## src/rtl/binary_heap_priority_queue_unit_defines.svh

```systemverilog
// Assertion macros for the heap priority queue unit.
// Depends on nothing; included by the top level.
`ifndef BINARY_HEAP_PRIORITY_QUEUE_UNIT_DEFINES_SVH
`define BINARY_HEAP_PRIORITY_QUEUE_UNIT_DEFINES_SVH
`ifndef ASSERT_OFF
`define BHPQ_ASSERT(label, clk, rst, prop) \
   label: assert property (@(posedge clk) disable iff (rst) prop) else $error("bhpq check failed");
`define BHPQ_ASSERT_ALWAYS(label, clk, prop) \
   label: assert property (@(posedge clk) prop) else $error("bhpq check failed");
`else
`define BHPQ_ASSERT(label, clk, rst, prop)
`define BHPQ_ASSERT_ALWAYS(label, clk, prop)
`endif
`endif

```

## src/rtl/bhpq_pkg.sv

```systemverilog
// Shared constants and types of the heap priority queue.
// No dependencies.
package bhpq_pkg;
   localparam int CAPACITY = 1024;
   localparam int AW = $clog2(CAPACITY);
   localparam int CW = 11;
   localparam int VW = 31;
   localparam logic [1:0] OP_INSERT = 2'd0;
   localparam logic [1:0] OP_POP    = 2'd1;
   localparam logic [1:0] OP_REMOVE = 2'd2;
   localparam logic [1:0] OP_PEEK   = 2'd3;
   localparam logic [1:0] ST_OK     = 2'd0;
   localparam logic [1:0] ST_EMPTY  = 2'd1;
   localparam logic [1:0] ST_FULL   = 2'd2;
   localparam logic [1:0] ST_ABSENT = 2'd3;

   // memory port request from the sequencer
   typedef struct packed {
      logic          we;
      logic [AW-1:0] waddr;
      logic [VW-1:0] wdata;
      logic [AW-1:0] raddr;
   } mem_req_type;
endpackage

```

## src/rtl/bhpq_seq.sv

```systemverilog
// Request sequencer: search, sift up and sift down over the entry memory.
// Depends on bhpq_pkg.
module bhpq_seq
   import bhpq_pkg::*;
(
   input  logic          clock,
   input  logic          reset,
   input  logic          start,
   input  logic [1:0]    req_op,
   input  logic [VW-1:0] req_value,
   input  logic          max_order,
   input  logic [VW-1:0] rd_data,
   output mem_req_type   mem_req,
   output logic          busy,
   output logic          rsp_valid,
   output logic [VW-1:0] rsp_result_value,
   output logic [1:0]    rsp_status,
   output logic [CW-1:0] rsp_entry_count
);
   localparam logic [3:0] S_IDLE  = 4'd0;
   localparam logic [3:0] S_TOP   = 4'd1;  // read slot 0
   localparam logic [3:0] S_SRCH  = 4'd2;  // linear search
   localparam logic [3:0] S_LAST  = 4'd3;  // read last entry
   localparam logic [3:0] S_UPRD  = 4'd4;  // parent read issued
   localparam logic [3:0] S_UPCMP = 4'd5;
   localparam logic [3:0] S_DNL   = 4'd6;  // left child read issued
   localparam logic [3:0] S_DNCMP = 4'd8;  // right child read issued
   localparam logic [3:0] S_DONE  = 4'd9;
   localparam logic [3:0] S_UPCHK = 4'd10;

   logic [3:0]    state_ff, state_in;
   logic [CW-1:0] count_ff, count_in;
   logic [1:0]    op_ff, op_in;
   logic [VW-1:0] val_ff, val_in;      // request value
   logic [VW-1:0] cur_ff, cur_in;      // value being sifted
   logic [AW-1:0] pos_ff, pos_in;
   logic [CW-1:0] idx_ff, idx_in;      // search index
   logic [VW-1:0] res_ff, res_in;
   logic [1:0]    st_ff, st_in;
   logic [VW-1:0] lch_ff, lch_in;
   logic          up_moved_ff, up_moved_in;
   logic [AW-1:0] hole_ff, hole_in;         // slot refilled by a removal
   logic [VW-1:0] hole_val_ff, hole_val_in; // parent that dropped into that slot
   logic          rsp_valid_ff, rsp_valid_in;
   logic [AW-1:0] parent;
   logic [CW-1:0] lidx, ridx;
   logic [AW-1:0] hole_lidx;

   function automatic logic above(input logic mo, input logic [VW-1:0] a,
                                  input logic [VW-1:0] b);
      above = mo ? (a > b) : (a < b);
   endfunction

   assign parent    = AW'((pos_ff - 1'b1) >> 1);
   assign lidx      = CW'({pos_ff, 1'b1});
   assign ridx      = lidx + 1'b1;
   assign hole_lidx = AW'({hole_ff, 1'b1});

   always_comb begin
      state_in = state_ff; count_in = count_ff; op_in = op_ff; val_in = val_ff;
      cur_in = cur_ff; pos_in = pos_ff; idx_in = idx_ff; res_in = res_ff;
      st_in = st_ff; lch_in = lch_ff; up_moved_in = up_moved_ff;
      hole_in = hole_ff; hole_val_in = hole_val_ff;
      rsp_valid_in = 1'b0;
      mem_req = '{we: 1'b0, waddr: '0, wdata: '0, raddr: '0};
      case (state_ff)
         S_IDLE: begin
            if (start && !rsp_valid_ff) begin
               op_in = req_op; val_in = req_value; st_in = ST_OK;
               res_in = req_value;
               if (req_op == OP_INSERT) begin
                  if (count_ff >= CW'(CAPACITY)) begin
                     st_in = ST_FULL; state_in = S_DONE;
                  end else begin
                     cur_in = req_value; pos_in = AW'(count_ff);
                     count_in = count_ff + 1'b1; up_moved_in = 1'b1;
                     state_in = S_UPCHK;
                  end
               end else if (count_ff == '0) begin
                  st_in = ST_EMPTY;
                  if (req_op != OP_REMOVE) res_in = '0;
                  state_in = S_DONE;
               end else if (req_op == OP_REMOVE) begin
                  mem_req.raddr = '0; idx_in = '0; state_in = S_SRCH;
               end else begin
                  mem_req.raddr = '0; state_in = S_TOP;
               end
            end
         end
         S_TOP: begin
            res_in = rd_data;
            if (op_ff == OP_PEEK) begin
               state_in = S_DONE;
            end else begin
               pos_in = '0; count_in = count_ff - 1'b1;
               if (count_ff == CW'(1)) begin
                  state_in = S_DONE;
               end else begin
                  mem_req.raddr = AW'(count_ff - 1'b1); state_in = S_LAST;
               end
            end
         end
         S_SRCH: begin
            // data for idx_ff is on rd_data
            if (rd_data == val_ff) begin
               pos_in = AW'(idx_ff); count_in = count_ff - 1'b1;
               if (idx_ff == count_ff - 1'b1) begin
                  state_in = S_DONE;
               end else begin
                  mem_req.raddr = AW'(count_ff - 1'b1); state_in = S_LAST;
               end
            end else if (idx_ff + 1'b1 == count_ff) begin
               st_in = ST_ABSENT; state_in = S_DONE;
            end else begin
               idx_in = idx_ff + 1'b1; mem_req.raddr = AW'(idx_ff + 1'b1);
            end
         end
         S_LAST: begin
            cur_in = rd_data; up_moved_in = 1'b0; hole_in = pos_ff;
            state_in = S_UPCHK;
         end
         S_UPCHK: begin
            // write current into pos and fetch parent if any
            mem_req.we = 1'b1; mem_req.waddr = pos_ff; mem_req.wdata = cur_ff;
            if (pos_ff == '0) begin
               if (!up_moved_ff) begin
                  mem_req.raddr = AW'(lidx); state_in = S_DNL;
               end else if (op_ff == OP_INSERT) begin
                  state_in = S_DONE;
               end else begin
                  // climb finished; sink the displaced parent from the refilled slot
                  pos_in = hole_ff; cur_in = hole_val_ff;
                  mem_req.raddr = hole_lidx; state_in = S_DNL;
               end
               up_moved_in = 1'b0;
            end else begin
               mem_req.raddr = parent; state_in = S_UPRD;
            end
         end
         S_UPRD: begin
            if (above(max_order, cur_ff, rd_data)) begin
               // move parent down, climb
               mem_req.we = 1'b1; mem_req.waddr = pos_ff; mem_req.wdata = rd_data;
               if (!up_moved_ff) hole_val_in = rd_data;
               pos_in = parent; up_moved_in = 1'b1; state_in = S_UPCHK;
            end else if (op_ff == OP_INSERT) begin
               state_in = S_DONE;
            end else if (up_moved_ff) begin
               // climb finished; sink the displaced parent from the refilled slot
               pos_in = hole_ff; cur_in = hole_val_ff;
               mem_req.raddr = hole_lidx; state_in = S_DNL;
            end else begin
               mem_req.raddr = AW'(lidx); state_in = S_DNL;
            end
         end
         S_DNL: begin
            // rd_data holds the left child
            if (lidx >= count_ff) begin
               state_in = S_DONE;
            end else begin
               lch_in = rd_data;
               mem_req.raddr = AW'(ridx); state_in = S_DNCMP;
            end
         end
         S_DNCMP: begin
            // rd_data holds right child if it exists
            if (ridx < count_ff && above(max_order, rd_data, lch_ff) &&
                above(max_order, rd_data, cur_ff)) begin
               mem_req.we = 1'b1; mem_req.waddr = pos_ff; mem_req.wdata = rd_data;
               mem_req.raddr = AW'({AW'(ridx), 1'b1});
               pos_in = AW'(ridx); state_in = S_DNL;
               mem_req.we = 1'b1;
            end else if (above(max_order, lch_ff, cur_ff)) begin
               mem_req.we = 1'b1; mem_req.waddr = pos_ff; mem_req.wdata = lch_ff;
               mem_req.raddr = AW'({AW'(lidx), 1'b1});
               pos_in = AW'(lidx); state_in = S_DNL;
            end else begin
               state_in = S_DONE;
            end
            if (state_in == S_DNL) begin
               // keep current; it is written where it stops sinking
               cur_in = cur_ff;
            end
         end
         S_DONE: begin
            rsp_valid_in = 1'b1; state_in = S_IDLE;
         end
         default: state_in = S_IDLE;
      endcase
      // sinking writes current at its final position once it stops
      if (state_ff == S_DNL && !(lidx >= count_ff)) begin
         mem_req.we = 1'b0;
      end
      if (state_ff == S_DNL && lidx >= count_ff) begin
         mem_req.we = 1'b1; mem_req.waddr = pos_ff; mem_req.wdata = cur_ff;
      end
      if (state_ff == S_DNCMP && state_in == S_DONE) begin
         mem_req.we = 1'b1; mem_req.waddr = pos_ff; mem_req.wdata = cur_ff;
      end
   end

   // advance state; reset clears control
   always_ff @(posedge clock) begin
      if (reset) begin
         state_ff <= S_IDLE; count_ff <= '0; rsp_valid_ff <= 1'b0;
      end else begin
         state_ff <= state_in; count_ff <= count_in; rsp_valid_ff <= rsp_valid_in;
      end
      op_ff <= op_in; val_ff <= val_in; cur_ff <= cur_in; pos_ff <= pos_in;
      idx_ff <= idx_in; res_ff <= res_in; st_ff <= st_in; lch_ff <= lch_in;
      up_moved_ff <= up_moved_in; hole_ff <= hole_in; hole_val_ff <= hole_val_in;
   end

   assign busy             = (state_ff != S_IDLE) || rsp_valid_ff;
   assign rsp_valid        = rsp_valid_ff;
   assign rsp_result_value = res_ff;
   assign rsp_status       = st_ff;
   assign rsp_entry_count  = count_ff;
endmodule

```

## config.mk

```make
export PLATFORM = sky130hd
export DESIGN_NAME = bhpq_seq
export DESIGN_NICKNAME = d
export VERILOG_FILES = /design/src/rtl/binary_heap_priority_queue_unit_defines.svh /design/src/rtl/bhpq_pkg.sv /design/src/rtl/bhpq_seq.sv
export SDC_FILE = /design/constraint.sdc
export NUM_CORES = 1
export LEC_CHECK = 0
export BUFFER_PORTS_ARGS = -buffer_cell sky130_fd_sc_hd__clkbuf_2
export CAP_MARGIN = 30
export CORE_ASPECT_RATIO = 1.5
export CORE_MARGIN = 2
export CORE_UTILIZATION = 65
export CTS_BUF_LIST = sky130_fd_sc_hd__clkbuf_4 sky130_fd_sc_hd__clkbuf_8
export DETAILED_ROUTE_END_ITERATION = 7
export PLACE_DENSITY = 0.86
export SLEW_MARGIN = 20
export SYNTH_ARGS = -nofsm -noshare
export SYNTH_HDL_FRONTEND = slang
export SYNTH_SLANG_ARGS = --single-unit
```

## constraint.sdc

```tcl
create_clock -name clock -period 15.05 [get_ports clock]
set_clock_uncertainty 0.2 [all_clocks]
set_input_delay 0 -clock clock [delete_from_list [all_inputs] [get_ports clock]]
set_output_delay 0 -clock clock [all_outputs]
set_load 0.1 [all_outputs]
```

==> After elaboration in Yosys (flattened, before gate mapping) <==
Cells that the tools add are included.
{ "word_totals": {"in_bits": 68, "out_inout_bits": 98, "elab_cells": 197, "register_bits": 207} }
{ "classes": {"mux": 98, "n_eq_ne": 37, "n_reduce_logical": 30, "magnitude_cmp": 11, "n_addsub": 5, "bitwise_logic": 2} }
{ "ops": {"columns": ["operator", "n"], "rows": [
  ["31-bit two-way mux", 13],
  ["10-bit two-way mux", 25],
  ["42-bit two-way mux", 3],
  ["42-bit case mux with 3 select lines", 1],
  ["31-bit greater-than comparator", 4],
  ["31-bit less-than comparator", 4],
  ["31-bit case mux with 4 select lines", 1],
  ["11-bit two-way mux", 11],
  ["10-bit case mux with 6 select lines", 2],
  ["52-bit two-way mux", 2],
  ["31-bit case mux with 2 select lines", 1],
  ["4-bit two-way mux", 14],
  ["2-bit != test, second input constant", 19],
  ["11-bit by 1-bit adder with 11-bit output, second input constant", 3],
  ["11-bit case mux with 3 select lines", 1],
  ["4-bit case mux with 8 select lines", 1],
  ["31-bit equality test", 1],
  ["11-bit equality test", 2],
  ["11-bit case mux with 2 select lines", 1],
  ["4-bit equality test, second input constant", 4],
  ["2-bit two-way mux", 7],
  ["1-bit two-way mux", 13],
  ["12-bit AND reduction", 1],
  ["6-bit AND reduction", 2],
  ["30 further kinds", 47]
]} }

==> Logic depth before layout (Yosys ltp) <==
{ "depth": {"ltp_word": 9, "ltp_mapped": 17, "depth_no_buf": 15} }

==> Least setup slack after synthesis <==
Ideal clock, no wire load.
{ "synth_timing": {"path_kind": "register -> output", "start": "reg count_ff[8], in the netlist rsp_entry_count[8]", "end": "out mem_req[4] (netlist bit)", "path_buffers": 1, "arrival_ps": 6457, "stages_incl_launch_ff": 12, "path_slack_ps": 8393, "t_required_ps": 14850, "cell_sequence": "dfxtp_1 -> clkbuf_1 -> inv_1 -> ha_1 -> a211oi_1 -> nor2_1 -> nor3_1 -> nor3b_1 -> a22oi_1 -> o221a_2 -> o21ai_0 -> a221o_1"} }
{ "synth_lines": {"columns": ["element", "line_no", "rtl"], "rows": [
  ["start, declared", "bhpq_seq.sv:32", "logic [CW-1:0] count_ff, count_in;"],
  ["start signal, assigned", "bhpq_seq.sv:207", "state_ff <= state_in; count_ff <= count_in; rsp_valid_ff <= rsp_valid_in;"],
  ["end, declared", "bhpq_seq.sv:13", "output mem_req_type mem_req,"]
]} }

==> results.yml <==
final_layout:
  final_layout_size_suffix_gt1_frac: 0.1750
  final_cells: 1908
  fin_nets: 1802
  n_antenna_cell: 0
  area_growth_pct: 17.25
yosys:
  synth_xor_area_frac: 0.06410
  synth_area_mm2: 0.01394
  synthMuxAreaShare: 0.01006
  post_synth_and_or_nand_nor_area_fraction: 0.1516
  synth_cell_type_count: 74
  yosysTopAreaCellShare: 0.4116
  yosysTopAreaCell: "edfxtp_1"
  ys_seq_elements: 207
  synthAdderAreaFrac: 0.1068
  ys_top_cells_by_area: "edfxtp_1 (41%), ha_1 (11%), xnor2_1 (5.0%), nand2_1 (3.3%), inv_1 (3.2%)"
  synth-compound-area-share: 0.1773
  ys_seq_area_frac: 0.4345
  synth_nets: 1587
  synth_top_family_by_area: "compound AO/OA/AOI/OAI gates"
  yosysWarnings: 0
  synth_edf_count: 191
  synth-main-ff-cell: "edfxtp_1"
  async_flop_share: 0
  syn_inst: 1400
  avgSynthCellArea_um2: 9.954
cts:
  cts_setup_buffers: 0
  cts_max_level: 2
  clock_latency_ns: 0.55
  clockRootBuffer: "clkbuf_8"
  cts_max_path_buffers: 3
  cts_tree: "built"
  cts_resized: 0
  clk_pin_slew_worst_paths_ns: 0.07
  clock_sinks: 207
  cts-buffers-inserted: 34
setup_path:
  rr_worst_depth: 14
  crit_buf_inv: 3
  start_kind: "flip-flop"
  criticalPathCategory: "reg -> out"
  crit_chain: "nand3_1 > nor2_1 > nand3_1 > and2_1 > or2_2 > ha_1 > a211oi_1 > nand2_1 > a211o_1 > o21ai_0 > a21o_1 > a211oi_4 > buf_4 > a222oi_1 > inv_1 > clkbuf_2"
  crit_fanout: 23
  critPathRequiredTime_ns: 14.85
  cp.arrival_ns: 5.40
  critPathTopFamily: "compound AO/OA/AOI/OAI gates"
  cp_num_cells: 16
  cp_slowest_cell: "a211oi_4"
  endpoint_kind: "output pin"
  cp_slowest_stage_delay_ns: 0.69
  crit_path_frequent_cell: "nand3_1"
drt:
  drt_iter0_drc: 2071
  dr.pass1.iters: 8
  antenna_left: 0
  route.detailed.drc: 18
  wl_per_cell_um: 29.78
  vias: 14000
  via_per_inst: 7.338
  totalWireLength_mm: 56.82
placement:
  gp_congestion: 1.032
  hpwlAfterDp_mm: 36.02
  dp_cells: 1779
  io_buffers: 165
  post-place-ws_ns: 10.18
timing:
  rsz0062_at_grt: "no"
  timing.fmax_ghz: 0.1787
  slew_headroom: 0.1883
  setup_violations: 0
  worst_pin_slew_ns: 1.207
  finalCritPeriodShare: 0.3719
  hold_violations: 0
  period_needed_ns: 5.597
  tns_ns: 0
  setup_ws_ns: 9.453
  hold_ws_ns: 0.01482
  slew_violations: 0
status:
  status: "complete, but fails checks"
  violations: "design-rule violations"
global_route:
  grt_pass1_wl_mm: 84.35
  grt_max_degree: 37
  grt_pass1_vias: 13950
  overflow: 0
  grt_usage: 0.5078
  antenna_found_initial: 1
floorplan:
  die_h_um: 183.3
  coreArea_mm2: 0.02106
  initial_core_util: 0.6616
  num_io_pins: 166
  rows: 65
  die_w_um: 123.6
  die_area_mm2: 0.02265
min_path:
  hp-class: "in -> reg"
  worstHoldPathCells: 2
run:
  drv_cap: 0
## state kept, by name, summed over array words and instances, names as in the netlist, 11 cells and up
| name | count |
|---|---|
| cur_ff | 31 |
| hole_val_ff | 31 |
| idx_ff | 11 |
| lch_ff | 31 |
| rsp_entry_count | 11 |
| rsp_result_value | 31 |
| val_ff | 31 |
## placed cells by master (no fill, tap or decap), types with 11 or more instances in the layout
cell type / count
o21ai_0: 43
dfxtp_1: 16
nand4_1: 30
nand2_1: 124
nand3_1: 37
a21oi_1: 87
nor3_1: 35
buf_4: 19
clkbuf_8: 37
clkbuf_4: 12
o22ai_1: 11
edfxtp_1: 191
xor2_1: 15
a22o_1: 31
dlygate4sd3_1: 67
ha_1: 119
inv_1: 118
and2_1: 14
nor2_1: 84
a22oi_1: 38
nor4_1: 13
xnor2_1: 80
a222oi_1: 31
clkbuf_2: 166
or3_1: 11
## cells in the mapped netlist (7+ instances only)
cell type and count:
a211oi_1 11, a21o_1 7, a21oi_1 88, a221o_1 10
a221oi_1 10, a222oi_1 31, a22o_1 31, a22oi_1 38
a31oi_1 10, and2_1 14, and3_1 10, buf_2 12
clkbuf_1 50, dfxtp_1 16, edfxtp_1 191, ha_1 119
inv_1 118, mux2_2 8, nand2_1 124, nand2b_1 9
nand3_1 37, nand3b_1 9, nand4_1 30, nor2_1 87
nor2b_1 8, nor3_1 36, nor4_1 15, o211ai_1 8
o21ai_0 44, o22ai_1 11, or3_1 11, xnor2_1 80
xor2_1 15
## repair_timing
action                     4_1_cts  5_1_grt
hold endpoints to repair       177        0
setup endpoints to repair        0        0
hold buffers                    67        0
## stage by stage
step / utilization / cell area [µm²]
floorplan: - / 13940
global placement: 0.7119 / 14990
detailed placement: 0.7121 / 15000
CTS: 0.7755 / 16330
global route: 0.7757 / 16340
finish: 0.7757 / 16340
## per-layer routing
layer  vias to the layer above  track usage  routed length (µm)
met5                         -            0                   0
met4                         0       0.4827                6980
met3                       504       0.1679                6932
met2                      1340       0.7895               26340
met1                      6444       0.5255               16560
li1                       5712            -                   -
## layout make-up
type | instances | area, µm²
well taps | 268 | 335.3
inverters | 118 | 442.9
repair buffers | 253 | 1649
clock buffers | 49 | 599.3
fillers | 1276 | 4725
multi-input cells | 1001 | 7192
clock inverters | 12 | 65.06
flip-flops and latches | 207 | 6056
## worst register-to-register path: stages (launching register included)
cell and delay (ns):
edfxtp_1 0.63, nand3_1 0.29, nor2_1 0.31, nand3_1 0.19, and2_1 0.25, or2_2 0.31
ha_1 0.29, a211oi_1 0.20, nand2_1 0.10, a211o_1 0.23, o21ai_0 0.11, a21o_1 0.33
nor2_1 0.13, nor2_1 0.22, and3_1 0.61
## kinds of logic (layout without fill, tap and decap cells)
family / after synthesis / count (layout)
buffers and inverters: 192 / 432
XOR/XNOR: 98 / 98
AO/OA/AOI/OAI: 347 / 347
AND/OR/NAND/NOR: 424 / 424
flip-flops: 207 / 207
multiplexers: 13 / 13
adder cells (fa/ha/maj): 119 / 119
## final timing paths
kind	from	endpoint	slack, ns
hold / removal	req_value[26]	val_ff[26]	0.01
setup reg to reg	pos_ff[2]	pos_ff[9]	10.30
setup / recovery	pos_ff[2]	mem_req[35]	9.45
hold reg to reg	hole_val_ff[11]	cur_ff[11]	0.33
Power is left out: the tool's default activity adds up to more than one toggle a clock period on the data nets, which glitch-free logic cannot reach.
